### config.mk
export PLATFORM = sky130hd
export DESIGN_NAME = scrc_frame_enc
export DESIGN_NICKNAME = d
export VERILOG_FILES = /design/src/hw/rtl/scrc_pkg.sv /design/src/hw/rtl/scrc_frame_enc.sv
export SDC_FILE = /design/constraint.sdc
export NUM_CORES = 1
export LEC_CHECK = 0
export BUFFER_PORTS_ARGS = -buffer_cell sky130_fd_sc_hd__buf_2
export CAP_MARGIN = 20
export CORE_AREA = 5 5 87 89
export DETAILED_ROUTE_END_ITERATION = 16
export DIE_AREA = 0 0 92 94
export GPL_ROUTABILITY_DRIVEN = 0
export PLACE_DENSITY = 0.55
export SYNTH_ARGS = -nofsm -noshare
export SYNTH_HDL_FRONTEND = slang
export SYNTH_SLANG_ARGS = --single-unit
### constraint.sdc
create_clock -name vclk -period 3.1
set_clock_uncertainty 0.15 [all_clocks]
set_input_delay 0.155 -clock vclk [all_inputs]
set_output_delay 0.155 -clock vclk [all_outputs]
set_load 0.01 [all_outputs]
### src/hw/rtl/scrc_pkg.sv
// ---------------------------------------------------------------------------
// scrc_pkg: servo CAN codec shared definitions
// Request/response payload types, opcodes, status codes and the command
// opcode table.
// ---------------------------------------------------------------------------
package scrc_pkg;

   // Identifier bases
   localparam logic [10:0] CMD_ID_BASE = 11'h140;
   localparam logic [10:0] RPL_ID_BASE = 11'h240;

   // Configuration port
   localparam int unsigned CSR_ADDR_W   = 3;
   localparam int unsigned CSR_DATA_W   = 32;
   localparam logic        REG_MOTOR_ID = 1'b0;
   localparam logic [7:0]  MOTOR_ID_RST = 8'd1;

   // Request kinds
   localparam logic KIND_COMMAND = 1'b0;
   localparam logic KIND_REPLY   = 1'b1;

   // Command selector codes
   localparam logic [3:0] CMD_TORQUE   = 4'd0;
   localparam logic [3:0] CMD_STOP     = 4'd1;
   localparam logic [3:0] CMD_STATUS2  = 4'd2;
   localparam logic [3:0] CMD_STATUS1  = 4'd3;
   localparam logic [3:0] CMD_MT_ANGLE = 4'd4;
   localparam logic [3:0] CMD_ENC_RAW  = 4'd5;
   localparam logic [3:0] CMD_MODE     = 4'd6;
   localparam logic [3:0] CMD_RUNTIME  = 4'd7;
   localparam logic [3:0] CMD_VERSION  = 4'd8;
   localparam logic [3:0] CMD_MODEL    = 4'd9;
   localparam logic [3:0] CMD_POSITION = 4'd10;

   // Frame opcodes (byte 0)
   localparam logic [7:0] OP_NONE     = 8'h00;
   localparam logic [7:0] OP_TORQUE   = 8'hA1;
   localparam logic [7:0] OP_STOP     = 8'h81;
   localparam logic [7:0] OP_STATUS2  = 8'h9C;
   localparam logic [7:0] OP_STATUS1  = 8'h9A;
   localparam logic [7:0] OP_MT_ANGLE = 8'h92;
   localparam logic [7:0] OP_ENC_RAW  = 8'h61;
   localparam logic [7:0] OP_MODE     = 8'h70;
   localparam logic [7:0] OP_RUNTIME  = 8'hB1;
   localparam logic [7:0] OP_VERSION  = 8'hB2;
   localparam logic [7:0] OP_MODEL    = 8'hB5;
   localparam logic [7:0] OP_POSITION = 8'hA5;

   localparam logic [3:0] REPLY_LENGTH = 4'd8;

   // Response status codes
   localparam logic [1:0] ST_BUILT     = 2'd0;
   localparam logic [1:0] ST_ACCEPTED  = 2'd1;
   localparam logic [1:0] ST_BAD_INDEX = 2'd2;
   localparam logic [1:0] ST_BAD_LEN   = 2'd3;

   typedef struct packed {
      logic        kind;
      logic [3:0]  command;
      logic signed [15:0] torque_setpoint;
      logic [15:0] speed_limit;
      logic signed [31:0] target_angle;
      logic [10:0] rx_id;
      logic [3:0]  rx_length;
      logic [63:0] rx_payload;
   } req_payload_type;

   typedef struct packed {
      logic [1:0]  status;
      logic [10:0] tx_id;
      logic [63:0] tx_payload;
      logic [7:0]  temperature;
      logic [15:0] phase_current;
      logic [15:0] speed_feedback;
      logic [15:0] shaft_angle;
      logic [15:0] supply_voltage;
      logic [15:0] error_flags;
      logic [7:0]  relay_result;
      logic [7:0]  operating_mode;
      logic [63:0] long_value;
   } rsp_payload_type;

   // Telemetry view after one request, handed from decoder to top level
   typedef struct packed {
      logic [1:0]  status;
      logic [7:0]  temperature;
      logic [15:0] phase_current;
      logic [15:0] speed_feedback;
      logic [15:0] shaft_angle;
      logic [15:0] supply_voltage;
      logic [15:0] error_flags;
      logic [7:0]  relay_result;
      logic [7:0]  operating_mode;
      logic [63:0] long_value;
   } telem_view_type;

   // Built frame, handed from encoder to top level
   typedef struct packed {
      logic [10:0] tx_id;
      logic [63:0] tx_payload;
   } frame_type;

   function automatic logic [7:0] opcode_of(input logic [3:0] cmd);
      logic [7:0] op;
      case (cmd)
         CMD_TORQUE:   op = OP_TORQUE;
         CMD_STOP:     op = OP_STOP;
         CMD_STATUS2:  op = OP_STATUS2;
         CMD_STATUS1:  op = OP_STATUS1;
         CMD_MT_ANGLE: op = OP_MT_ANGLE;
         CMD_ENC_RAW:  op = OP_ENC_RAW;
         CMD_MODE:     op = OP_MODE;
         CMD_RUNTIME:  op = OP_RUNTIME;
         CMD_VERSION:  op = OP_VERSION;
         CMD_MODEL:    op = OP_MODEL;
         CMD_POSITION: op = OP_POSITION;
         default:      op = OP_NONE;
      endcase
      return op;
   endfunction

endpackage

### src/hw/rtl/scrc_frame_enc.sv
// ---------------------------------------------------------------------------
// scrc_frame_enc: command frame builder
// Forms identifier and 8-byte payload for a command request.
// ---------------------------------------------------------------------------
module scrc_frame_enc (
   input  scrc_pkg::req_payload_type item,
   input  logic [7:0]                motor_id,
   output scrc_pkg::frame_type       frame
);
   import scrc_pkg::*;

   logic [63:0] pay;

   always_comb begin
      pay = {56'd0, opcode_of(item.command)};
      case (item.command)
         CMD_TORQUE: begin
            pay[47:32] = item.torque_setpoint;
         end
         CMD_POSITION: begin
            pay[31:16] = item.speed_limit;
            pay[63:32] = item.target_angle;
         end
         default: begin
         end
      endcase
   end

   // Replies carry no frame
   assign frame.tx_id      = (item.kind == KIND_COMMAND) ?
                             (CMD_ID_BASE + {3'd0, motor_id}) : '0;
   assign frame.tx_payload = (item.kind == KIND_COMMAND) ? pay : '0;

endmodule

After elaboration in Yosys (flattened, before gate mapping)
Memories as Yosys holds them, arrays and structs flattened.
Cells that the tools add are included.
{"block": "op_classes", "n_lt_le_gt_ge": 0, "n_div": 0, "n_reduce_logical": 1, "add_sub_neg": 1, "n_bitwise": 0, "n_mux": 5, "multipliers": 0, "n_eq_ne": 1, "shifts": 0}
{"op": "$mux 64", "n": 1}
{"op": "$mux 16", "n": 2}
{"op": "$pmux 16 s2", "n": 1}
{"op": "$add 9x8->10 const A", "n": 1}
{"op": "$mux 10", "n": 1}
{"op": "$eq 4x4->1 const B", "n": 1}
{"op": "$logic_not 4->1", "n": 1}
{"block": "word_totals", "rom_bits": 128, "register_bits": 0, "in_bits": 156, "latch_bits": 0, "wordCells": 9, "n_memories": 1, "mem_bits_rw": 0}
{"name": "(no name shown)", "depth": 16, "width": 8, "read_ports": 1, "rd_clocked_by_memory_dff": 0, "wr": 0, "line_no": "scrc_pkg.sv:105", "source": "case (cmd)"}

Logic depth before layout (Yosys ltp)
Gate-level depths: netlist (run 1).
{"block": "logic_depth", "ltp_word": 3, "ltp_mapped": 7}

Least setup slack after synthesis (run 1)
Ideal clock, no wire load.
{"block": "synth_timing", "path_kind": "input to output", "startpoint": "in item[143] (netlist bit)", "endpoint": "out frame[27] (netlist bit)", "slack_ns": 1.748, "path_buffers": 2, "arrival_ns": 1.047, "required_ns": 2.795, "cell_stages": 7, "path_cell_list": "inv_1 > ha_1 > nand2_1 > nor3_2 > buf_4 > buf_6 > and2_1"}
{"element": "start: declaration", "line_no": "scrc_frame_enc.sv:6", "source": "input scrc_pkg::req_payload_type item,"}
{"element": "end: declaration", "line_no": "scrc_frame_enc.sv:8", "source": "output scrc_pkg::frame_type frame"}

==> flow_summary.ini, run 1 <==
[cts]
cts-resized-gates = 0
ctsHoldBuffers = 0
post_cts_buffers = 0

[layout]
nFillCells = 748
stdcell_count = 328
n_antenna_cell = 0
area_growth_pct = 90.13
layout-drive-gt1-share = 0.5847
seq_cells = 0
fin_util = 0.2272
regArea_sq_um = 0
nClkBuffers = 0
final_nets = 413
fin_area_sq_um = 1518

[critical_path]
crit_fanout = 20
end_kind = output port
start_kind = primary input
worstPathRequired_ps = 2790
crit_type = in2out
arrival_ps = 1630

[synthesis]
synth_warnings = 0
syn_area_sq_um = 798.3
synth_top_area_share = 0.2665
yosysTopAreaCell = and2_1
ys_top_cells_by_count = and2_1, a22o_1, buf_4
ys_seq_area_frac = 0
synth_most_common_cell = and2_1
synth_cell_types = 22
synth_area_leaders = and2_1, a22o_1, buf_4
syn_area_per_cell_sq_um = 6.882
synthCells = 116

[sta]
grt_setup_unrepaired = false
slew_headroom = 0.5547
hold_viol = 0
fmax_ghz = 0.5157
fin_crit_sh = 0.6255
tns_ps = 0
final-setup-viol-count = 0
maxSlewViolCount = 0
period_needed_ps = 1939
worst_pin_slew_ps = 668.0

[power_and_ir_drop]
power_w = 0.0001280
p_leak_nw = 0.9906
p_per_area_nw_per_um2 = 84.31
ir_worst_vdd_mv = 0.05287

[detailed_routing]
drt_first_pass_iters = 4
drt_iter0_markers = 29
drc = 0
wl_per_cell_um = 11.08
routed_wirelength_um = 3635
vias_per_cell = 3.759
postRouteAntennaNets = 0
dr_total_vias = 1233

[run]
drv_cap = 0

[floorplanning]
fp.dieW_um = 92
io_pins = 231
die-area_sq_um = 8648
start_util = 0.1195
die_h_um = 94
std_cell_rows = 30
core_sq_um = 6681

[place]
place_inst = 328
io_buffers = 143
dpl_cell_area_sq_um = 1518
dp_hpwl_um = 3147

[min_path]
holdPathStages = 3
hp-class = in2out

[global_route]
grt_antenna_before_repair = 0
grt_start_max_net_pins = 49
grt_pass1_vias = 1126
grt_overflow = 0
grt_usage = 0.07169
grt_pass1_wl_um = 5333

[run_status]
status = complete, no violations
-- cells by family (layout without fill, tap and decap cells) --
logic type	count (synthesis)	count (layout)	share of synthesized area
buf+inv	22	146	0.1850
compound gates	24	24	0.2414
mux	1	1	0.01254
simple gates	60	60	0.4357
other cells	1	9	0.004698
xor+xnor	1	1	0.01097
fa+ha+maj	7	7	0.1097
-- worst max-delay path: stages --
cell	delay, ps
buf_2	210
nor3_1	260
and2_1	600
a22o_1	250
buf_2	150
-- path summary, 6_finish.rpt --
path | to | startpoint
setup / recovery | frame[34] | item[147]
hold / removal | frame[70] | motor_id[6]
-- layer usage --
layer,share of wire,up-vias,track usage
met2,0.47,98,0.1350
met4,0,0,0.002475
li1,-,634,-
met1,0.37,501,0.08333
met3,0.16,0,0.02244
met5,0,-,0
-- power breakdown --
group	internal [W]	leakage [nW]	total [W]	switching (W)
Combinational	0.0000658	0.991	0.000128	0.0000622
Clock	0	0	0	0
Sequential	0	0	0	0
-- cell usage in the layout, fill, tap and decap left out --
cell | netlist | layout
buf_2 | 4 | 143
and2_1 | 34 | 34
a22o_1 | 16 | 16
nor2_1 | 9 | 9
conb_1 | 1 | 9
nor2b_1 | 8 | 8
ha_1 | 7 | 7
nand2_1 | 4 | 4
a21oi_1 | 4 | 4
nor3_1 | 3 | 3
inv_1 | 2 | 2
a211o_1 | 2 | 2
nor3_4 | 0 | 1
mux2i_1 | 1 | 1
xor2_1 | 1 | 1
a22oi_1 | 1 | 1
nand4bb_1 | 1 | 1
o31ai_1 | 1 | 1
buf_4 | 12 | 1
-- final cells by class --
type	count	area, sq um	area share
Multi-Input combinational cell	102	686.9	0.4526
Tap cell	80	100.1	0.06595
Inverter	2	7.507	0.004946
Timing Repair Buffer	144	723.2	0.4765
-- through the flow --
stage / setup slack [ps] / hold WS, ps
global route: 1067 / 434.7
CTS: 1149 / 409.2
finish: 1161 / 406.5
global placement: 1128 / 403.2
floorplan: 1748 / 202.9
detailed placement: 1147 / 407.7
(Power assumes the default switching activity.)
==> run 2: changes to the inputs <==
--- a/config.mk
+++ b/config.mk
@@ -5,13 +5,14 @@
 export SDC_FILE = /design/constraint.sdc
 export NUM_CORES = 1
 export LEC_CHECK = 0
+export ABC_AREA = 1
 export BUFFER_PORTS_ARGS = -buffer_cell sky130_fd_sc_hd__buf_2
 export CAP_MARGIN = 20
 export CORE_AREA = 5 5 87 89
 export DETAILED_ROUTE_END_ITERATION = 16
 export DIE_AREA = 0 0 92 94
 export GPL_ROUTABILITY_DRIVEN = 0
-export PLACE_DENSITY = 0.55
+export PLACE_DENSITY = 0.61
 export SYNTH_ARGS = -nofsm -noshare
 export SYNTH_HDL_FRONTEND = slang
 export SYNTH_SLANG_ARGS = --single-unit
==> constraint.sdc (replaced) <==
create_clock -name vclk -period 1.58
set_clock_uncertainty 0.15 [all_clocks]
set_input_delay 0.079 -clock vclk [all_inputs]
set_output_delay 0.079 -clock vclk [all_outputs]
set_load 0.01 [all_outputs]
==> run 2 against run 1 <==
  * Synthesized cell count is 84% higher
  * Combinational power grew to 2.6 times the previous value
  * Cell count grew 32%
  * Critical path depth increased by 4
  * Worst setup slack lost 1000 ps
==> flow_summary.ini, run 2 <==
[synthesis]
synth_top_area_share = 0.2017
ys_top_cells_by_count = nor2_1, inv_1, nand2_1
synth_warnings = 0
synth_cell_types = 18
synth_area_leaders = nor2_1, inv_1, nand2_1
yosysTopAreaCell = nor2_1
syn_area_sq_um = 1005
synth_most_common_cell = nor2_1
syn_area_per_cell_sq_um = 4.717
ys_seq_area_frac = 0
synthCells = 213

[sta]
worst_slack_ps = 157.8
final-setup-viol-count = 0
maxSlewViolCount = 0
tns_ps = 0
grt_setup_unrepaired = false
period_needed_ps = 1422
hold_viol = 0
fin_crit_sh = 0.9001
fmax_ghz = 0.7031

[layout]
seq_cells = 0
final_nets = 518
nClkBuffers = 0
layout-drive-gt1-share = 0.4448
n_antenna_cell = 0
mostFrequentLayoutCells = buf_2, nor2_1, inv_1
regArea_sq_um = 0
stdcell_count = 433
area_growth_pct = 77.96
final_common_cell = buf_2

[min_path]
holdPathStages = 3
hp-class = in2out
worst_hold_path.endpoint = frame[70]
min_from = motor_id[6]

[critical_path]
crit_type = in2out
crit_fanout = 14
end_kind = output port
arrival_ps = 1190
worstPathRequired_ps = 1350
start_kind = primary input

[floorplanning]
core_sq_um = 6681
start_util = 0.1504
die_h_um = 94
die-area_sq_um = 8648
std_cell_rows = 30
fp.dieW_um = 92
io_pins = 231

[global_route]
busiest_layer = met2
use_met2 = 0.2026
grt_pass1_vias = 1676
grt_pass1_wl_um = 7555
grt_overflow = 0
groute.layer.met3.usage = 0.02804
grt_usage = 0.1021
grtUsageMet1 = 0.1138
grt_antenna_before_repair = 0
grt_start_max_net_pins = 33

[detailed_routing]
drc = 0
dr_total_vias = 1746
wl_per_cell_um = 11.51
drt_iter0_markers = 43
routed_wirelength_um = 4984
vias_per_cell = 4.032
drt_first_pass_iters = 6
postRouteAntennaNets = 0

[place]
pre_cts_slack_ps = 74.00
dp_hpwl_um = 4294
io_buffers = 143
place_inst = 433

[cts]
ctsHoldBuffers = 0

[power_and_ir_drop]
p_per_area_nw_per_um2 = 188.9
ir_worst_vdd_mv = 0.09281
p_leak_nw = 1.379

[run_status]
status = complete, no violations

[run]
drv_cap = 0
==> run 2: cell types whose count changed after synthesis, moves of 16 or more <==
cell | before | now
inv_1 | 2 | 52
a22o_1 | 16 | 0
nor2_1 | 9 | 54
and2_1 | 34 | 0
nand3_1 | 0 | 18
nand4_1 | 0 | 16
nand2_1 | 4 | 35
==> run 2: stage by stage <==
step | total power [W] | area, sq um | util | hold WS (ps)
CTS | 0.0003428 | 1784 | 0.2670 | 259.3
floorplan | 0.0001734 | 1035 | - | 50.92
detailed placement | 0.0003407 | 1784 | 0.2670 | 257.8
global route | 0.0003835 | 1788 | 0.2676 | 284.9
global placement | 0.0003347 | 1784 | 0.2670 | 254.3
finish | 0.0003378 | 1788 | 0.2676 | 255.7
==> run 2: worst max path at each step <==
| stage | depth (start not counted) | start | slack (ps) | to |
|---|---|---|---|---|
| finish | 9 | item[143] | 160 | frame[39] |
| global route | 9 | item[143] | 30 | frame[43] |
| floorplan | 6 | item[144] | 240 | frame[38] |
| global placement | 9 | item[143] | 110 | frame[50] |
| CTS | 9 | item[143] | 70 | frame[50] |
| detailed placement | 9 | item[143] | 70 | frame[50] |
==> run 2: area by class of cell <==
class / instances / area (sq um)
well taps: 80 / 100.1
fillers: 775 / 4893
multi-input cells: 147 / 694.4
inverters: 53 / 198.9
repair buffers: 153 / 794.5
==> run 2: kinds of logic after synthesis <==
kind of cell / Yosys count / synth area share
fa+ha+maj: 7 / 0.08717
other cells: 1 / 0.003732
simple gates: 129 / 0.5604
buf+inv: 74 / 0.3387
compound gates: 2 / 0.009953
==> run 2: report_power, final <==
group          internal (W)  total [W]  switching [W]
registers                 0          0              0
logic              0.000148   0.000338       0.000190
clock network             0          0              0
==> run 2: layer usage <==
layer | wire, um | part of all wire
met5 | 0 | 0
met3 | 638 | 0.13
met4 | 0 | 0
met2 | 2459 | 0.49
met1 | 1885 | 0.38
==> run 2: repair_timing <==
item,in CTS,in global routing
setup buffers,0,0
gates resized for setup,0,1
setup endpoints to repair,0,1
==> run 2: critical path, stage by stage <==
cell	delay [ps]
buf_2	130
inv_1	100
ha_1	160
inv_1	40
nor2_2	140
buf_4	240
nand3_1	90
nand2_1	70
buf_2	130
