[src/hw/rtl/scrc_pkg.sv]
// ---------------------------------------------------------------------------
// scrc_pkg: servo CAN codec shared definitions
// Request/response payload types, opcodes, status codes and the command
// opcode table.
// ---------------------------------------------------------------------------
package scrc_pkg;

   // Identifier bases
   localparam logic [10:0] CMD_ID_BASE = 11'h140;
   localparam logic [10:0] RPL_ID_BASE = 11'h240;

   // Configuration port
   localparam int unsigned CSR_ADDR_W   = 3;
   localparam int unsigned CSR_DATA_W   = 32;
   localparam logic        REG_MOTOR_ID = 1'b0;
   localparam logic [7:0]  MOTOR_ID_RST = 8'd1;

   // Request kinds
   localparam logic KIND_COMMAND = 1'b0;
   localparam logic KIND_REPLY   = 1'b1;

   // Command selector codes
   localparam logic [3:0] CMD_TORQUE   = 4'd0;
   localparam logic [3:0] CMD_STOP     = 4'd1;
   localparam logic [3:0] CMD_STATUS2  = 4'd2;
   localparam logic [3:0] CMD_STATUS1  = 4'd3;
   localparam logic [3:0] CMD_MT_ANGLE = 4'd4;
   localparam logic [3:0] CMD_ENC_RAW  = 4'd5;
   localparam logic [3:0] CMD_MODE     = 4'd6;
   localparam logic [3:0] CMD_RUNTIME  = 4'd7;
   localparam logic [3:0] CMD_VERSION  = 4'd8;
   localparam logic [3:0] CMD_MODEL    = 4'd9;
   localparam logic [3:0] CMD_POSITION = 4'd10;

   // Frame opcodes (byte 0)
   localparam logic [7:0] OP_NONE     = 8'h00;
   localparam logic [7:0] OP_TORQUE   = 8'hA1;
   localparam logic [7:0] OP_STOP     = 8'h81;
   localparam logic [7:0] OP_STATUS2  = 8'h9C;
   localparam logic [7:0] OP_STATUS1  = 8'h9A;
   localparam logic [7:0] OP_MT_ANGLE = 8'h92;
   localparam logic [7:0] OP_ENC_RAW  = 8'h61;
   localparam logic [7:0] OP_MODE     = 8'h70;
   localparam logic [7:0] OP_RUNTIME  = 8'hB1;
   localparam logic [7:0] OP_VERSION  = 8'hB2;
   localparam logic [7:0] OP_MODEL    = 8'hB5;
   localparam logic [7:0] OP_POSITION = 8'hA5;

   localparam logic [3:0] REPLY_LENGTH = 4'd8;

   // Response status codes
   localparam logic [1:0] ST_BUILT     = 2'd0;
   localparam logic [1:0] ST_ACCEPTED  = 2'd1;
   localparam logic [1:0] ST_BAD_INDEX = 2'd2;
   localparam logic [1:0] ST_BAD_LEN   = 2'd3;

   typedef struct packed {
      logic        kind;
      logic [3:0]  command;
      logic signed [15:0] torque_setpoint;
      logic [15:0] speed_limit;
      logic signed [31:0] target_angle;
      logic [10:0] rx_id;
      logic [3:0]  rx_length;
      logic [63:0] rx_payload;
   } req_payload_type;

   typedef struct packed {
      logic [1:0]  status;
      logic [10:0] tx_id;
      logic [63:0] tx_payload;
      logic [7:0]  temperature;
      logic [15:0] phase_current;
      logic [15:0] speed_feedback;
      logic [15:0] shaft_angle;
      logic [15:0] supply_voltage;
      logic [15:0] error_flags;
      logic [7:0]  relay_result;
      logic [7:0]  operating_mode;
      logic [63:0] long_value;
   } rsp_payload_type;

   // Telemetry view after one request, handed from decoder to top level
   typedef struct packed {
      logic [1:0]  status;
      logic [7:0]  temperature;
      logic [15:0] phase_current;
      logic [15:0] speed_feedback;
      logic [15:0] shaft_angle;
      logic [15:0] supply_voltage;
      logic [15:0] error_flags;
      logic [7:0]  relay_result;
      logic [7:0]  operating_mode;
      logic [63:0] long_value;
   } telem_view_type;

   // Built frame, handed from encoder to top level
   typedef struct packed {
      logic [10:0] tx_id;
      logic [63:0] tx_payload;
   } frame_type;

   function automatic logic [7:0] opcode_of(input logic [3:0] cmd);
      logic [7:0] op;
      case (cmd)
         CMD_TORQUE:   op = OP_TORQUE;
         CMD_STOP:     op = OP_STOP;
         CMD_STATUS2:  op = OP_STATUS2;
         CMD_STATUS1:  op = OP_STATUS1;
         CMD_MT_ANGLE: op = OP_MT_ANGLE;
         CMD_ENC_RAW:  op = OP_ENC_RAW;
         CMD_MODE:     op = OP_MODE;
         CMD_RUNTIME:  op = OP_RUNTIME;
         CMD_VERSION:  op = OP_VERSION;
         CMD_MODEL:    op = OP_MODEL;
         CMD_POSITION: op = OP_POSITION;
         default:      op = OP_NONE;
      endcase
      return op;
   endfunction

endpackage

[src/hw/rtl/scrc_csr.sv]
// ---------------------------------------------------------------------------
// scrc_csr: configuration registers
// APB-style write/read of the motor id register.
// ---------------------------------------------------------------------------
module scrc_csr (
   input  logic                               clock,
   input  logic                               reset,
   input  logic                               psel,
   input  logic                               penable,
   input  logic                               pwrite,
   input  logic [scrc_pkg::CSR_ADDR_W-1:0]    paddr,
   input  logic [scrc_pkg::CSR_DATA_W-1:0]    pwdata,
   output logic [scrc_pkg::CSR_DATA_W-1:0]    prdata,
   output logic                               pready,
   output logic [7:0]                         motor_id
);
   import scrc_pkg::*;

   logic [7:0] motor_id_ff;
   logic [7:0] motor_id_in;
   logic       wr_motor_id;

   assign pready      = 1'b1;
   assign wr_motor_id = psel && penable && pwrite && (paddr[2] == REG_MOTOR_ID);
   assign motor_id_in = wr_motor_id ? pwdata[7:0] : motor_id_ff;

   always_ff @(posedge clock) begin
      if (reset) begin
         motor_id_ff <= MOTOR_ID_RST;
      end else begin
         motor_id_ff <= motor_id_in;
      end
   end

   // Addresses with paddr[2] set read as zero; addresses 0 to 3 all read motor_id
   assign prdata   = (paddr[2] == REG_MOTOR_ID) ? {24'd0, motor_id_ff} : '0;
   assign motor_id = motor_id_ff;

endmodule

[config.mk]
export PLATFORM = sky130hd
export DESIGN_NAME = scrc_csr
export DESIGN_NICKNAME = d
export VERILOG_FILES = /design/src/hw/rtl/scrc_pkg.sv /design/src/hw/rtl/scrc_csr.sv
export SDC_FILE = /design/constraint.sdc
export NUM_CORES = 1
export LEC_CHECK = 0
export ABC_AREA = 0
export BUFFER_PORTS_ARGS = -buffer_cell sky130_fd_sc_hd__buf_2
export CORE_UTILIZATION = 33
export CTS_CLUSTER_SIZE = 25
export DETAILED_ROUTE_END_ITERATION = 8
export HOLD_SLACK_MARGIN = 0.03
export PLACE_DENSITY = 0.85
export REMOVE_ABC_BUFFERS = 1
export SYNTH_ARGS = -nofsm -noshare
export SYNTH_HDL_FRONTEND = slang
export SYNTH_SLANG_ARGS = --single-unit
[constraint.sdc]
create_clock -name clock -period 1.7 [get_ports clock]
set_input_delay 0.17 -clock clock [delete_from_list [all_inputs] [get_ports clock]]
set_output_delay 0.17 -clock clock [all_outputs]
set_load 0.02 [all_outputs]
* Word-level counts from Yosys, hierarchy flattened
Index checks and enable logic that the tools add are counted.
** Word-level totals
- Logic and storage cells :: 6
- Register bits :: 8
- Input port bits :: 40
- Output and inout port bits :: 41
** Cells by class
- Bitwise logic cells :: 1
- Reductions and logical operators :: 3
- Muxes and demuxes :: 1
** Operators by type and width (count)
- two-way mux 8 bit :: 1
- logical AND 1 bit :: 3
- NOT 1 bit :: 1

* Longest topological paths before layout
Gate-level depths: netlist (run 1).
- Depth after elaboration :: 3
- Mapped depth :: 3
- Gate-level depth less buffers :: 2

* Worst setup path after synthesis (run 1)
No wires, ideal clock.
- Path kind :: reg2out
- Start point :: reg motor_id_ff[1] (netlist: motor_id[1])
- End point :: out prdata[1] (netlist bit)
- Setup slack :: 863 ps
- Data required time :: 1530 ps
- Arrival :: 667 ps
- Stages on the path, launching flop included :: 2
- Path buffers :: 0
- Cell sequence :: dfxtp_1 and2b_2
** On the way
- Cells in the longest elaborated chain, start to end :: 1
** RTL lines
- start, declared :: line scrc_csr.sv:19 : logic [7:0] motor_id_ff;
- start signal, assigned :: line scrc_csr.sv:31 : motor_id_ff <= motor_id_in;
- two-way mux 8 bit :: line scrc_csr.sv:36 : assign prdata = (paddr[2] == REG_MOTOR_ID) ? {24'd0, motor_id_ff} : '0;
- end, declared :: line scrc_csr.sv:13 : output logic [scrc_pkg::CSR_DATA_W-1:0] prdata,
No other way between the ends.

* Worst setup path in the final report (run 1)
- Start point :: reg motor_id_ff[7] (netlist: motor_id[7])
- End point :: out prdata[7] (netlist bit)
The elaborated chain is that of the path after synthesis.

==> flow_metrics.env, run 1 <==
export IMPL_rr_worst_depth=2
export IMPL_drt_antenna_violating_nets=0
export IMPL_placed_cells=120
export IMPL_vias_per_cell=3.77
export IMPL_die_area_sq_um=2070
export IMPL_postCtsHoldBufs=0
export IMPL_dr_first_iter_drc_count=3
export IMPL_tightest_slew_ns=0.516
export IMPL_finalSetupViolations=0
export IMPL_crit_path_start_kind="flop"
export IMPL_whs_path_depth=3
export IMPL_grt_remaining_overflow=0
export IMPL_pin_count=81
export IMPL_fmax_mhz=939
export IMPL_die_x_um=45.5
export IMPL_clockBufferDepth=2
export IMPL_use_met2=0.140
export IMPL_rsz0062_at_grt="no"
export IMPL_relSlewSlack=0.656
export IMPL_grt_usage=0.0920
export IMPL_rrSetupSlack_ns=1.09
export IMPL_r2r_end="motor_id[0]"
export IMPL_nets=140
export IMPL_numCtsBuffers=3
export IMPL_ys_ff_latch=8
export IMPL_place_area_sq_um=686
export IMPL_cellPowerDensity_nw_per_um2=623
export IMPL_slew_violations=0
export IMPL_grt_pass1_wl_um=1300
export IMPL_min_delay_start="pwdata[3]"
export IMPL_fill_cells=196
export IMPL_gp_congestion=0.654
export IMPL_stdcell_count=123
export IMPL_busiest_layer="met2"
export IMPL_clock_sinks=8
export IMPL_core_area_sq_um=1750
export IMPL_post_route_period_util=0.627
export IMPL_drive_gt1_frac=0.408
export IMPL_area_growth_pct=13.2
export IMPL_grt_max_degree=17
export IMPL_max_cap_violations=0
export IMPL_fin_worst_skew_ns=0
export IMPL_num_rows=15
export IMPL_critPathKind="flop to output port"
export IMPL_synth_seq_area_share=0.256
export IMPL_hpwl_um=783
export IMPL_postCtsSetupBuffers=0
export IMPL_vias=464
export IMPL_hp_class="input port to flop"
export IMPL_cts_tree="built"
export IMPL_dr_pass1_iters=3
export IMPL_grt_pass1_vias=327
export IMPL_outcome="finished, final reports clean"
export IMPL_hold_viol=0
export IMPL_finalSetupTns_ns=0
export IMPL_port_buffers=29
export IMPL_r2r_start="motor_id[0]"
export IMPL_path_clk_slew_ns=0.05
export IMPL_cts_root_buffer="clkbuf_4"
export IMPL_synth_area_per_cell_sq_um=8.94
export IMPL_drt_total_wl_um=972
export IMPL_chipHeight_um=45.5
export IMPL_ir_worst_vdd_mv=0.328
export IMPL_grtUsageMet1=0.108
export IMPL_insertedDiodeCount=0
export IMPL_largest_reg_flops=8
export IMPL_finalCriticalPeriod_ns=1.07
export IMPL_final_util=0.406
export IMPL_drc=0
export IMPL_hold_path_end="motor_id[3]"
export IMPL_insertion_delay_ns=0.24
export IMPL_wire_per_inst_um=7.90
export IMPL_finalInstanceArea_sq_um=708
export IMPL_syn_area_sq_um=626
export IMPL_htree_levels=1
export IMPL_use_met3=0.0595
export IMPL_p_leak_nw=0.394
export IMPL_crit_fanout=3
export IMPL_initial_core_util=0.358
export IMPL_synthCells=70
export IMPL_arrival_ns=0.90
export IMPL_synth_cell_types=10
export IMPL_cts_resized_gates=0
export IMPL_end_kind="output port"
export IMPL_antenna_found_initial=0
export IMPL_crit_required_ns=1.53
export IMPL_yosysWarnings=0
==> critical path: stages (launching register included) <==
cell	delay (ns)
dfxtp_1	0.31
and2b_2	0.18
buf_2	0.15
==> layout make-up <==
cell class	instances	area (sq um)	share of cell area
repair buffers	29	145	0.205
flip-flops and latches	8	160	0.226
clock buffers	3	22.5	0.0318
well taps	25	31.3	0.0442
multi-input cells	58	349	0.493
==> metal layers <==
metal	vias to the layer above	part of all wire
li1	225	-
met1	203	0.40
met2	36	0.46
met3	0	0.14
met4	0	0
met5	-	0
==> how the worst max path moves through the flow <==
stage | start | end | depth (start not counted)
2_1_floorplan | paddr[2] | motor_id[0] | 2
3_3_place_gp | paddr[2] | motor_id[4] | 3
3_5_place_dp | paddr[2] | motor_id[7] | 3
4_1_cts | motor_id[2] | prdata[2] | 2
5_1_grt | motor_id[7] | prdata[7] | 2
6_report | motor_id[7] | prdata[7] | 2
==> power breakdown <==
part / internal (W) / switching, W
Sequential: 0.000192 / 0.00000249
Clock: 0.0000803 / 0.0000578
Combinational: 0.0000307 / 0.0000776
==> cells by family after synthesis <==
kind of cell	Yosys count	share of synthesized area
DFF	8	0.256
buffers and inverters	27	0.324
other	2	0.0120
muxes	8	0.128
and+or+nand+nor	25	0.280
==> metrics by stage <==
stage | hold WS, ns | power [W] | setup slack (ns)
floorplan | 0.325 | 0.000277 | 0.781
global placement | 0.430 | 0.000305 | 0.477
detailed placement | 0.438 | 0.000307 | 0.460
CTS | 0.166 | 0.000454 | 0.613
global route | 0.177 | 0.000472 | 0.582
finish | 0.178 | 0.000441 | 0.634
==> synth_stat cells <==
master	number	area share
mux2i_1	8	0.13
conb_1	2	0.012
nand2b_1	14	0.14
dfxtp_1	8	0.26
buf_4	25	0.30
clkbuf_1	1	0.0060
buf_6	1	0.018
and4b_1	1	0.016
nor2_1	2	0.012
and2b_2	8	0.11
==> layout by cell type (no fill, tap or decap) <==
cell and count:
and2b_2 8, and4b_1 1, conb_1 25, dfxtp_1 8, nand2b_1 14, nor2_1 2
buf_2 29, mux2i_1 8, clkbuf_4 3
Power figures use the tool's default switching activity.
==> run 2: changes to the inputs <==
CORE_UTILIZATION = 31   (was 33)
PLACE_DENSITY = 0.81   (was 0.85)
clock period = 1 ns   (was 1.7 ns; I/O delays follow)
==> run 2 against run 1 <==
  * Cell area rose by 18%
  * Combinational power rose by 93%
  * Total power grew 79%
  * Clock skew unchanged
  * Count of clock-buffer cells in the layout unchanged
  * Setup slack got worse by 0.63 ns
  * Cell count is 7.3% higher
  * Hold slack worse by 0.087 ns
  * Utilization up 5.8 points
==> flow_metrics.env, run 2 (same netlist as run 1, synthesis figures left out) <==
export IMPL_critPathKind="flop to output port"
export IMPL_dr_pass1_iters=3
export IMPL_htree_levels=1
export IMPL_vias=501
export IMPL_fmax_mhz=1010
export IMPL_drt_total_wl_um=1280
export IMPL_fin_worst_skew_ns=0
export IMPL_die_area_sq_um=2200
export IMPL_arrival_ns=0.89
export IMPL_clock_sinks=8
export IMPL_wire_per_inst_um=9.72
export IMPL_port_buffers=29
export IMPL_core_area_sq_um=1800
export IMPL_hold_path_end="motor_id[2]"
export IMPL_hp_class="input port to flop"
export IMPL_rsz0062_at_grt="yes"
export IMPL_rr_worst_depth=3
export IMPL_grt_remaining_overflow=0
export IMPL_post_route_period_util=0.993
export IMPL_nets=149
export IMPL_cellPowerDensity_nw_per_um2=947
export IMPL_outcome="finished, final reports clean"
export IMPL_r2r_end="motor_id[7]"
export IMPL_vias_per_cell=3.80
export IMPL_min_delay_start="pwdata[2]"
export IMPL_pin_count=81
export IMPL_finalSetupViolations=0
export IMPL_initial_core_util=0.347
export IMPL_crit_path_start_kind="flop"
export IMPL_crit_start="motor_id[1]"
export IMPL_gp_congestion=0.675
export IMPL_ir_worst_vdd_mv=0.378
export IMPL_numCtsBuffers=3
export IMPL_area_growth_pct=33.6
export IMPL_die_x_um=46.9
export IMPL_finalSetupTns_ns=0
export IMPL_crit_fanout=3
export IMPL_antenna_found_initial=0
export IMPL_hold_viol=0
export IMPL_slew_violations=0
export IMPL_largest_reg_flops=8
export IMPL_grt_max_degree=17
export IMPL_setup_slack_ns=0.00750
export IMPL_grt_pass1_vias=441
export IMPL_max_cap_violations=0
export IMPL_end_kind="output port"
export IMPL_dr_first_iter_drc_count=2
export IMPL_drive_gt1_frac=0.533
export IMPL_p_leak_nw=0.451
export IMPL_drc=0
export IMPL_insertion_delay_ns=0.25
export IMPL_chipHeight_um=46.9
export IMPL_cts_root_buffer="clkbuf_4"
export IMPL_num_rows=15
export IMPL_grt_pass1_wl_um=1760
export IMPL_cts_tree="built"
export IMPL_pre_cts_ws_ns=0.0874
export IMPL_grt_usage=0.121
export IMPL_crit_required_ns=0.90
export IMPL_final_cell_mix="conb_1, buf_2, nand2b_1, buf_4"
export IMPL_insertedDiodeCount=0
export IMPL_fill_cells=189
export IMPL_rrSetupSlack_ns=0.32
export IMPL_finalCriticalPeriod_ns=0.993
export IMPL_clockBufferDepth=2
export IMPL_r2r_start="motor_id[7]"
export IMPL_path_clk_slew_ns=0.06
export IMPL_drt_antenna_violating_nets=0
export IMPL_final_common_cell="conb_1"
export IMPL_whs_path_depth=3
## run 2: changes by cell type in the layout (fill, tap and decap cells not counted)
cell	delta
buf_6	+8
buf_4	+9
buf_2	-8
dfxtp_1	-8
dfxtp_2	+8
## run 2: critical path, stage by stage (launching register included)
cell and delay, ns:
dfxtp_2 0.32, and2b_2 0.19, buf_6 0.13
## run 2: layout make-up
cell class	count	area [sq um]	area share
clock buffers	3	22.5	0.0269
multi-input cells	58	349	0.418
flip-flops and latches	8	170	0.204
well taps	25	31.3	0.0374
repair buffers	38	263	0.314
## run 2: through the flow
step / utilization / power (W) / hold WS (ns) / cells / area [sq um]
floorplan: - / 0.000471 / 0.255 / 66 / 509
global placement: 0.393 / 0.000524 / 0.360 / 123 / 708
detailed placement: 0.393 / 0.000528 / 0.369 / 123 / 708
CTS: 0.451 / 0.000800 / 0.0829 / 129 / 813
global route: 0.464 / 0.000839 / 0.104 / 132 / 836
finish: 0.464 / 0.000792 / 0.0913 / 132 / 836
## run 2: repair_timing
item,CTS,global route
hold buffers,0,0
cloned,0,0
endpoints found under the setup margin,8,7
gates resized for setup,24,0
buffers inserted,3,3
## run 2: worst max-delay path by stage
stage,endpoint
after floorplan,motor_id[0]
after global placement,motor_id[7]
after detailed placement,motor_id[0]
after CTS,prdata[6]
after global routing,prdata[1]
final,prdata[1]
## run 2: report_power, final
group          switching (W)  internal, W  total [W]
combinational       0.000138    0.0000702   0.000208
clock               0.000115     0.000138   0.000252
sequential        0.00000361     0.000327   0.000331
total               0.000257     0.000535   0.000792
## run 2: routing by layer
metal,routed length (um),vias up,global-route usage
li1,-,241,-
met1,471,225,0.106
met2,712,35,0.247
met3,99,0,0.0346
met4,0,0,0.0514
met5,0,-,0
