===== config.mk =====
export PLATFORM = sky130hd
export DESIGN_NAME = scrc_telemetry
export DESIGN_NICKNAME = d
export VERILOG_FILES = /design/src/hw/rtl/scrc_pkg.sv /design/src/hw/rtl/scrc_telemetry.sv
export SDC_FILE = /design/constraint.sdc
export NUM_CORES = 1
export LEC_CHECK = 0
export BUFFER_PORTS_ARGS = -buffer_cell sky130_fd_sc_hd__clkbuf_2
export CAP_MARGIN = 0
export CORE_ASPECT_RATIO = 1.2
export CORE_MARGIN = 10
export CORE_UTILIZATION = 45
export DETAILED_ROUTE_END_ITERATION = 10
export PLACE_DENSITY = 0.78
export SYNTH_ARGS = -nofsm -noshare
export SYNTH_HDL_FRONTEND = slang
export SYNTH_SLANG_ARGS = --single-unit

===== constraint.sdc =====
create_clock -name clock -period 2.5 [get_ports clock]
set_clock_uncertainty 0.15 [all_clocks]
set_input_delay 0.5 -clock clock [delete_from_list [all_inputs] [get_ports clock]]
set_output_delay 0.5 -clock clock [all_outputs]
set_load 0.01 [all_outputs]

===== src/hw/rtl/scrc_pkg.sv =====
// ---------------------------------------------------------------------------
// scrc_pkg: servo CAN codec shared definitions
// Request/response payload types, opcodes, status codes and the command
// opcode table.
// ---------------------------------------------------------------------------
package scrc_pkg;

   // Identifier bases
   localparam logic [10:0] CMD_ID_BASE = 11'h140;
   localparam logic [10:0] RPL_ID_BASE = 11'h240;

   // Configuration port
   localparam int unsigned CSR_ADDR_W   = 3;
   localparam int unsigned CSR_DATA_W   = 32;
   localparam logic        REG_MOTOR_ID = 1'b0;
   localparam logic [7:0]  MOTOR_ID_RST = 8'd1;

   // Request kinds
   localparam logic KIND_COMMAND = 1'b0;
   localparam logic KIND_REPLY   = 1'b1;

   // Command selector codes
   localparam logic [3:0] CMD_TORQUE   = 4'd0;
   localparam logic [3:0] CMD_STOP     = 4'd1;
   localparam logic [3:0] CMD_STATUS2  = 4'd2;
   localparam logic [3:0] CMD_STATUS1  = 4'd3;
   localparam logic [3:0] CMD_MT_ANGLE = 4'd4;
   localparam logic [3:0] CMD_ENC_RAW  = 4'd5;
   localparam logic [3:0] CMD_MODE     = 4'd6;
   localparam logic [3:0] CMD_RUNTIME  = 4'd7;
   localparam logic [3:0] CMD_VERSION  = 4'd8;
   localparam logic [3:0] CMD_MODEL    = 4'd9;
   localparam logic [3:0] CMD_POSITION = 4'd10;

   // Frame opcodes (byte 0)
   localparam logic [7:0] OP_NONE     = 8'h00;
   localparam logic [7:0] OP_TORQUE   = 8'hA1;
   localparam logic [7:0] OP_STOP     = 8'h81;
   localparam logic [7:0] OP_STATUS2  = 8'h9C;
   localparam logic [7:0] OP_STATUS1  = 8'h9A;
   localparam logic [7:0] OP_MT_ANGLE = 8'h92;
   localparam logic [7:0] OP_ENC_RAW  = 8'h61;
   localparam logic [7:0] OP_MODE     = 8'h70;
   localparam logic [7:0] OP_RUNTIME  = 8'hB1;
   localparam logic [7:0] OP_VERSION  = 8'hB2;
   localparam logic [7:0] OP_MODEL    = 8'hB5;
   localparam logic [7:0] OP_POSITION = 8'hA5;

   localparam logic [3:0] REPLY_LENGTH = 4'd8;

   // Response status codes
   localparam logic [1:0] ST_BUILT     = 2'd0;
   localparam logic [1:0] ST_ACCEPTED  = 2'd1;
   localparam logic [1:0] ST_BAD_INDEX = 2'd2;
   localparam logic [1:0] ST_BAD_LEN   = 2'd3;

   typedef struct packed {
      logic        kind;
      logic [3:0]  command;
      logic signed [15:0] torque_setpoint;
      logic [15:0] speed_limit;
      logic signed [31:0] target_angle;
      logic [10:0] rx_id;
      logic [3:0]  rx_length;
      logic [63:0] rx_payload;
   } req_payload_type;

   typedef struct packed {
      logic [1:0]  status;
      logic [10:0] tx_id;
      logic [63:0] tx_payload;
      logic [7:0]  temperature;
      logic [15:0] phase_current;
      logic [15:0] speed_feedback;
      logic [15:0] shaft_angle;
      logic [15:0] supply_voltage;
      logic [15:0] error_flags;
      logic [7:0]  relay_result;
      logic [7:0]  operating_mode;
      logic [63:0] long_value;
   } rsp_payload_type;

   // Telemetry view after one request, handed from decoder to top level
   typedef struct packed {
      logic [1:0]  status;
      logic [7:0]  temperature;
      logic [15:0] phase_current;
      logic [15:0] speed_feedback;
      logic [15:0] shaft_angle;
      logic [15:0] supply_voltage;
      logic [15:0] error_flags;
      logic [7:0]  relay_result;
      logic [7:0]  operating_mode;
      logic [63:0] long_value;
   } telem_view_type;

   // Built frame, handed from encoder to top level
   typedef struct packed {
      logic [10:0] tx_id;
      logic [63:0] tx_payload;
   } frame_type;

   function automatic logic [7:0] opcode_of(input logic [3:0] cmd);
      logic [7:0] op;
      case (cmd)
         CMD_TORQUE:   op = OP_TORQUE;
         CMD_STOP:     op = OP_STOP;
         CMD_STATUS2:  op = OP_STATUS2;
         CMD_STATUS1:  op = OP_STATUS1;
         CMD_MT_ANGLE: op = OP_MT_ANGLE;
         CMD_ENC_RAW:  op = OP_ENC_RAW;
         CMD_MODE:     op = OP_MODE;
         CMD_RUNTIME:  op = OP_RUNTIME;
         CMD_VERSION:  op = OP_VERSION;
         CMD_MODEL:    op = OP_MODEL;
         CMD_POSITION: op = OP_POSITION;
         default:      op = OP_NONE;
      endcase
      return op;
   endfunction

endpackage


===== src/hw/rtl/scrc_telemetry.sv =====
// ---------------------------------------------------------------------------
// scrc_telemetry: reply decoder and telemetry store
// Checks reply index and length, updates stored telemetry and presents the
// values as they stand after the request.
// ---------------------------------------------------------------------------
module scrc_telemetry #(
   parameter int unsigned MOTOR_INDEX_LIMIT = 32
) (
   input  logic                      clock,
   input  logic                      reset,
   input  logic                      commit,
   input  scrc_pkg::req_payload_type item,
   output scrc_pkg::telem_view_type  view
);
   import scrc_pkg::*;

   logic [7:0]  temp_ff,    temp_in;
   logic [15:0] current_ff, current_in;
   logic [15:0] speed_ff,   speed_in;
   logic [15:0] angle_ff,   angle_in;
   logic [7:0]  relay_ff,   relay_in;
   logic [15:0] voltage_ff, voltage_in;
   logic [15:0] error_ff,   error_in;
   logic [7:0]  mode_ff,    mode_in;
   logic [63:0] long_value;
   logic [1:0]  status;
   logic [10:0] id_diff;
   logic [7:0]  motor_index;
   logic        index_ok;
   logic [63:0] p;

   assign p           = item.rx_payload;
   assign id_diff     = item.rx_id - RPL_ID_BASE;
   assign motor_index = id_diff[7:0];
   assign index_ok    = {1'b0, motor_index} < 9'(MOTOR_INDEX_LIMIT);

   always_comb begin
      temp_in    = temp_ff;
      current_in = current_ff;
      speed_in   = speed_ff;
      angle_in   = angle_ff;
      relay_in   = relay_ff;
      voltage_in = voltage_ff;
      error_in   = error_ff;
      mode_in    = mode_ff;
      long_value = '0;
      status     = ST_BUILT;
      if (item.kind == KIND_REPLY) begin
         if (!index_ok) begin
            status = ST_BAD_INDEX;
         end else if (item.rx_length != REPLY_LENGTH) begin
            status = ST_BAD_LEN;
         end else begin
            status = ST_ACCEPTED;
            case (p[7:0]) inside
               OP_TORQUE, OP_POSITION, OP_STATUS2: begin
                  temp_in    = p[15:8];
                  current_in = p[31:16];
                  speed_in   = p[47:32];
                  angle_in   = p[63:48];
               end
               OP_STATUS1: begin
                  temp_in    = p[15:8];
                  relay_in   = p[31:24];
                  voltage_in = p[47:32];
                  error_in   = p[63:48];
               end
               OP_RUNTIME, OP_VERSION, OP_ENC_RAW, OP_MT_ANGLE: begin
                  long_value = {32'd0, p[63:32]};
               end
               OP_MODEL: begin
                  long_value = {8'd0, p[63:8]};
               end
               OP_MODE: begin
                  mode_in = p[63:56];
               end
               default: begin
               end
            endcase
         end
      end
   end

   always_ff @(posedge clock) begin
      if (reset) begin
         temp_ff    <= '0;
         current_ff <= '0;
         speed_ff   <= '0;
         angle_ff   <= '0;
         relay_ff   <= '0;
         voltage_ff <= '0;
         error_ff   <= '0;
         mode_ff    <= '0;
      end else if (commit) begin
         temp_ff    <= temp_in;
         current_ff <= current_in;
         speed_ff   <= speed_in;
         angle_ff   <= angle_in;
         relay_ff   <= relay_in;
         voltage_ff <= voltage_in;
         error_ff   <= error_in;
         mode_ff    <= mode_in;
      end
   end

   assign view.status         = status;
   assign view.temperature    = temp_in;
   assign view.phase_current  = current_in;
   assign view.speed_feedback = speed_in;
   assign view.shaft_angle    = angle_in;
   assign view.supply_voltage = voltage_in;
   assign view.error_flags    = error_in;
   assign view.relay_result   = relay_in;
   assign view.operating_mode = mode_in;
   assign view.long_value     = long_value;

endmodule


# Word-level counts from Yosys, hierarchy flattened
# Cells that the tools add are included.
dict set report word_totals {
  ff_bits 104
  input_bits 151
  output_inout_bits 170
  elab_cells 73
}
dict set report classes {
  add_sub_neg 1
  magnitude_cmp 1
  eq_ne 11
  n_mux 50
  reduce_logical 2
}
# op count
set ops {}
lappend ops {{$mux W16} 22}
lappend ops {{$mux W56} 5}
lappend ops {{$mux W8} 18}
lappend ops {{$mux W64} 2}
lappend ops {{$eq A8 B8 Y1 const B} 8}
lappend ops {{$eq A8 B7 Y1 const B} 2}
lappend ops {{$lt A8 B6 Y1 const B} 1}
lappend ops {{$sub A8 B7 Y8 const B} 1}
lappend ops {{$mux W2} 3}
lappend ops {{$ne A4 B4 Y1 const B} 1}
lappend ops {{$reduce_or A4 Y1} 1}
lappend ops {{$reduce_or A3 Y1} 1}

# Logic depth before layout (Yosys ltp)
# Gate-level depths: netlist of run 1.
dict set report logic_depth {
  ltp_word 9
  ltp_mapped 7
  mapped_depth_nobuf 4
}

# Least setup slack after synthesis of run 1
# No wires, ideal clock.
dict set report synth_timing {
  path_kind {input to output}
  startpoint {in item[65] (netlist name)}
  endpoint {out view[112] (netlist name)}
  arrival_time_ns 1.863
  required_ns 1.850
  path_slack_ns -0.013
  path_stages 6
  path_buffers 2
  cell_sequence {nor4b_4 nand2_1 a21oi_2 buf_4 buf_6 mux2_1}
}
# element line
set synth_lines {}
lappend synth_lines {{start, declared} scrc_telemetry.sv:12} ;# input scrc_pkg::req_payload_type item,
lappend synth_lines {{end, declared} scrc_telemetry.sv:13} ;# output scrc_pkg::telem_view_type view

==> results.md, run 1 <==
- Pwr dens: 322.7 mW/mm^2
- Status: finished, violations left
- Max-cap violation count: 0
- Area share of the largest cell type after synthesis: 30.08%
- Vias per std cell: 6.043
- Largest family of logic cells by synthesized area: simple AND/OR/NAND/NOR gates
- Worst path required time: 1.85 ns
- Leak: 4.244 nW
- DRC viols: 0
- WP data arrival: 2.16 ns
- Worst-path fanout max: 8
- Final period utilization: 112.3%
- Pre-Repair DR Iteration Count: 5
- CTS tree: built
- Synth async-reset ratio: 0%
- # setup viols final: 160
- Setup crit end kind: output port
- H-tree lvl count: 3
- Final hold violation count: 0
- Fmax: 356.1 MHz
- Nature of the critical path startpoint: input pin
- Leading area contributor after synthesis: dfxtp_1
- Reg2Reg Capture Point: relay_ff[5]
- Vias in the first global route: 7275
- Pre-CTS setup slack: -0.3331 ns
- Post-synthesis mux area share: 25.45%
- Worst hold path class: in -> reg
- Pwr Total: 0.003603 W
- VDD IR max: 0.3883 mV
- Initial antenna violation count: 0
- DRT antenna net count: 0
- Slack of the critical path: -0.3083 ns
- GR Overflow Total: 0
- Number of library cell types mapped by synthesis: 39
- Violated checks: negative setup slack
- Post-synthesis simple-gate area fraction: 27.13%
- Ports: 321
- Routed WL per cell: 24.07 um
- Clock Sinks: 104
- Final non-filler cell total: 1260
- Vias post-DR: 7614
- CP Class: in -> out
- Worst Tran Pin Value: 0.5712 ns
- Starting DRT DRC Count: 694
- Setup slack, reg-to-reg: 1.62 ns
- Mapped Cells: 799
- GPL Wtd Cong: 0.8289
- Clk_lat worst skew: 0.34 ns
- Post-synthesis register bit count: 104
- CTS root buf: clkbuf_16
- Dpl cells: 1212
- Post-synthesis compound-gate area fraction: 10.67%
- Buffers on Ports: 236
- Final WL: 30320 um
- Share of layout cells above drive strength 1: 48.63%
- Die width: 133.2 um
- XOR/XNOR Fraction of Synth Area: 0.1265%
- Setup_tns: -34.82 ns
- Die area: 0.02076 sq mm
- Hold Path Stages: 3
- Clk slew on worst S/H paths: 0.08 ns
- First-pass GRT wire length: 40580 um
- Tot GR Track Use: 24.12%
- Min-Delay Endpoint: current_ff[6]
- Area contributors post-synth: dfxtp_1 30%, mux2_2 12%, nand2b_1 10%, mux2i_1 8.1%, nand3_1 5.9%
- Area delta synth->final: 61.28%
- Rel. slew slack: 61.92%
- Syn_area_per_cell: 8.663 sq um
- Worst flop-to-flop path startpoint: relay_ff[5]
- Pins Over Slew Limit: 0
- DIE HEIGHT: 155.9 um
- CTS buffer count: 9
- Clk buf depth: 2
- Initial core utilization: 46.08%
- Predominant post-synthesis flop cell: dfxtp_1
- YS warnings: 0
- Sequential share of the synthesized area: 30.08%
- RSZ-0062 raised after global routing: yes
- Synth Area in Adders: 0%
- R2R cell count: 2
- Final min period: 2.808 ns
- Largest net degree at the start of global routing: 161
- Hold slack final: 0.2768 ns
- Hold wc startpoint: item[22]
- Nets: 1201
- Number of synthesized flops with an enable pin: 0
- Post-DP HPWL: 17520 um
- # rows: 49
- Core Region: 0.01502 sq mm
- Synthesized cell area: 0.006922 sq mm
## layer usage
| metal | track usage [%] | vias to the layer above | part of all wire [%] |
|---|---|---|---|
| li1 | - | 3304 | - |
| met1 | 27.13 | 3748 | 37 |
| met2 | 42.08 | 452 | 50 |
| met3 | 7.055 | 110 | 7.8 |
| met4 | 9.393 | 0 | 4.6 |
| met5 | 0 | - | 0 |
## critical path, stage by stage
cell      delay [ns]
buf_6           0.10
and4bb_2        0.32
nand4b_1        0.21
a21oi_4         0.24
buf_6           0.18
buf_12          0.16
mux2_4          0.32
buf_8           0.13
## metrics by stage
step	area, sq um	util, %
CTS	9709	64.64
global route	11160	74.30
detailed placement	8531	56.79
finish	11160	74.32
floorplan	6950	-
global placement	8531	56.79
## how the worst max path moves through the flow
stage	startpoint	endpoint	slack, ns	cells past startpoint
floorplan	item[6]	view[112]	0.0007	6
global placement	item[5]	view[136]	-0.30	7
CTS	item[5]	view[83]	-0.25	8
finish	item[5]	view[159]	-0.31	8
detailed placement	item[5]	view[144]	-0.33	7
global route	item[5]	view[104]	-0.34	9
## cell type report
type | count | area, sq um
timing repair buffer | 324 | 3222
clock inverter | 5 | 80.08
multi-input combinational | 611 | 5279
clock buffer | 11 | 242.7
fill | 939 | 3857
tap | 204 | 255.2
antenna | 1 | 2.502
sequential | 104 | 2082
## cell families (layout without fill, tap and decap cells)
group                     Yosys count  count (layout)
muxes                             160             160
DFF                               104             104
xor gates and xnor gates            1               1
and+or+nand+nor                   308             308
other                               1               9
AOI/OAI and AO/OA                 134             134
buffers and inverters              91             340
## sequential cells by signal, indices dropped and copies added (netlist names)
| name | cells |
|---|---|
| angle_ff | 16 |
| current_ff | 16 |
| error_ff | 16 |
| speed_ff | 16 |
| voltage_ff | 16 |
| mode_ff | 8 |
| relay_ff | 8 |
| temp_ff | 8 |
## Yosys cell counts, drive strengths merged (3+ instances only)
cell type and instances:
dfxtp 104, nand3 82, clkbuf 56, o21ai 48, and4bb 4, buf 35, nand2 35, mux2i 56
a31oi 32, nand3b 32, mux2 104, nor2b 3, and2 24, nand2b 112, a21oi 52
## repair_timing
action                                  CTS  global route
hold buffers                              0             0
pin swaps                                 8             9
cloned                                    7             7
endpoints found under the setup margin  160           160
resized for setup                       119           409
buffers inserted                         11            10
endpoints found under the hold margin     0             0
## where the power goes
| part | total [W] | switching, W | internal [W] |
|---|---|---|---|
| registers | 0.00165 | 0.0000000167 | 0.00165 |
| clock network | 0.00159 | 0.000686 | 0.000906 |
| logic | 0.000356 | 0.000212 | 0.000143 |
| total | 0.00360 | 0.000898 | 0.00270 |
## placed cells by master (no fill, tap or decap), drive strengths merged, types with 4 or more instances in the layout
master  instances
a21oi          52
buf           229
nand3b         32
a31oi          32
nand3          82
dfxtp         104
mux2          104
nand2          35
and4bb          4
nand2b        112
mux2i          56
conb            8
o21ai          48
clkbuf        106
and2           24
Power figures use the tool's default switching activity.
==> run 2, diff against run 1 <==
==> constraint.sdc (replaced) <==
create_clock -name clock -period 2.5 [get_ports clock]
set_clock_uncertainty 0.15 [all_clocks]
set_input_delay 0.5 -clock clock [delete_from_list [all_inputs] [get_ports clock]]
set_output_delay 0.5 -clock clock [all_outputs]
set_load 0.05 [all_outputs]
==> results.md, run 2 (synthesized netlist as in run 1, its figures left out) <==
- Worst hold path class: in -> reg
- Register area: 0.002082 sq mm (unchanged)
- Grt met2 use: 46.64% (+4.6 points)
- Nature of the critical path startpoint: input pin
- Fill count: 839 (-11%)
- CP Class: in -> out
- Final hold violation count: 0 (unchanged)
- RSZ-0062 raised after global routing: yes
- Final min period: 2.871 ns (+0.06314 ns)
- Vias in the first global route: 7481 (+2.8%)
- GPL Wtd Cong: 0.8459 (+2.1%)
- WP data arrival: 2.22 ns (+0.06 ns)
- Clk slew on worst S/H paths: 0.07 ns (about the same)
- Ports: 321 (unchanged)
- Dpl cells: 1206 (-0.50%)
- Crit path buffers/inverters: 5 (+1)
- Worst flop-to-flop path startpoint: error_ff[3]
- Initial core utilization: 46.08% (unchanged)
- Die area: 0.02076 sq mm (unchanged)
- DRC viols: 0 (unchanged)
- Post-DP HPWL: 18720 um (+6.8%)
- Setup slack, reg-to-reg: 1.63 ns (about the same)
- H-tree lvl count: 3 (unchanged)
- Fmax: 348.3 MHz (-2.2%)
- Hold wc startpoint: item[16]
- Pre-CTS setup slack: -0.3790 ns (-0.04588 ns)
- Multi-input gate area: 0.005409 sq mm (+2.5%)
- Hold-fix buffers, CTS: 0 (unchanged)
- Final Cell Area: 0.01218 sq mm (+9.1%)
- Buffers on Ports: 236 (unchanged)
- Tot GR Track Use: 26.19% (+2.1 points)
- Largest stage delay on the critical path: 0.31 ns (about the same)
- CP delay by family, top: simple AND/OR/NAND/NOR gates
- Vias post-DR: 7433 (-2.4%)
- CTS tree: built
- Reg2Reg Capture Point: error_ff[3]
- Largest net degree at the start of global routing: 81 (-50%)
- Leading cell type in the layout, fill and taps excluded: nand2b_1
- Clk_lat worst skew: 0.35 ns (about the same)
- Worst path required time: 1.85 ns (about the same)
- Pins Over Slew Limit: 0 (unchanged)
- Hold Path Stages: 3 (unchanged)
- Final WL: 30750 um (+1.4%)
- Clk buf depth: 2 (unchanged)
- First-pass GRT wire length: 43540 um (+7.3%)
- Most frequent cells in the layout: 112 x nand2b_1, 104 x mux2_4, 104 x dfxtp_1
- Final period utilization: 114.9% (+2.5 points)
- Violated checks: negative setup slack
- VDD IR max: 0.3000 mV (-23%)
- Slowest cell on the critical path: and4bb_2
- Clock Sinks: 104 (unchanged)
- DIE HEIGHT: 155.9 um (unchanged)
- Worst-path fanout max: 6 (-2)
- Leak: 4.442 nW (+4.7%)
- DRT antenna net count: 0 (unchanged)
- Routed WL per cell: 24.56 um (+2.0%)
- Slack of the critical path: -0.3714 ns (-0.06314 ns)
- R2R cell count: 2 (unchanged)
- CTS root buf: clkbuf_16
- Initial antenna violation count: 3 (+3)
- Vias per std cell: 5.937 (-1.8%)
- Setup_tns: -45.34 ns (-10.52 ns)
- Starting DRT DRC Count: 636 (-8.4%)
- Core Region: 0.01502 sq mm (unchanged)
- GR Overflow Total: 0 (unchanged)
- # setup viols final: 161 (+0.63%)
- Pwr Total: 0.003407 W (-5.4%)
- # rows: 49 (unchanged)
- GR Layer Usage met3: 6.991% (-0.064 points)
- Max-cap violation count: 0 (unchanged)
- Area delta synth->final: 76.03%
- Crit-path cells: buf_6 -> and4bb_2 -> buf_6 -> nand4b_1 -> nor2_4 -> buf_6 -> clkbuf_16 -> mux2_4 -> buf_8
- Pre-Repair DR Iteration Count: 5 (unchanged)
- Status: finished, violations left
- Final non-filler cell total: 1252 (-0.63%)
- Gr busiest metal: met2
- Setup crit end kind: output port
- Min-Delay Endpoint: current_ff[0]
- DP Area: 0.01016 sq mm (+19%)
- Share of layout cells above drive strength 1: 49.38% (+0.75 points)
- M1 GR Usage: 28.41% (+1.3 points)
- CTS buffer count: 9 (unchanged)
- Pwr dens: 279.6 mW/mm^2 (-13%)
- Nets: 1195 (-0.50%)
- Most used cell, CP: buf_6
- Die width: 133.2 um (unchanged)
## run 2: worst max-delay path by stage
stage | slack [ns] | to | cells past startpoint | from
finish | -0.37 | view[105] | 9 | item[6]
global route | -0.42 | view[110] | 9 | item[6]
CTS | -0.30 | view[104] | 9 | item[6]
detailed placement | -0.38 | view[157] | 7 | item[6]
global placement | -0.38 | view[157] | 7 | item[65]
floorplan | -0.16 | view[10] | 4 | item[75]
## run 2: worst reg2reg max path, delay by kind of cell (launching register included)
kind	cells	cell delay (ns)
AO/OA/AOI/OAI	2	0.29
flip-flops	1	0.35
## run 2: where the power goes
part	internal (W)	switching, W
sequential	0.00166	0.0000000162
combinational	0.000136	0.000237
clock	0.000754	0.000624
## run 2: cell type report
cell class,instances,share of cell area [%]
multi-input combinational,611,44.39
clock buffer,10,1.879
timing repair buffer,318,34.20
antenna,3,0.06161
tap,204,2.095
sequential,104,17.09
clock inverter,2,0.2875
## run 2: per-stage QoR
step           util [%]  hold WS (ns)
6_report          81.12        0.2724
5_1_grt           81.12        0.2760
4_1_cts           78.38        0.2661
3_5_place_dp      67.65        0.3118
3_3_place_gp      67.65        0.3059
2_1_floorplan         -        0.2962
## run 2: layer usage
layer  vias to the layer above  part of all wire (%)
met5                         -                     0
met4                         0                   5.3
met3                       100                   8.2
met2                       374                    51
met1                      3667                    36
li1                       3292                     -
## run 2: repair_timing
item,in CTS,in global routing
setup buffers,20,3
cloned,5,9
setup endpoints to repair,160,200
pin swaps,5,5
gates resized for setup,276,126
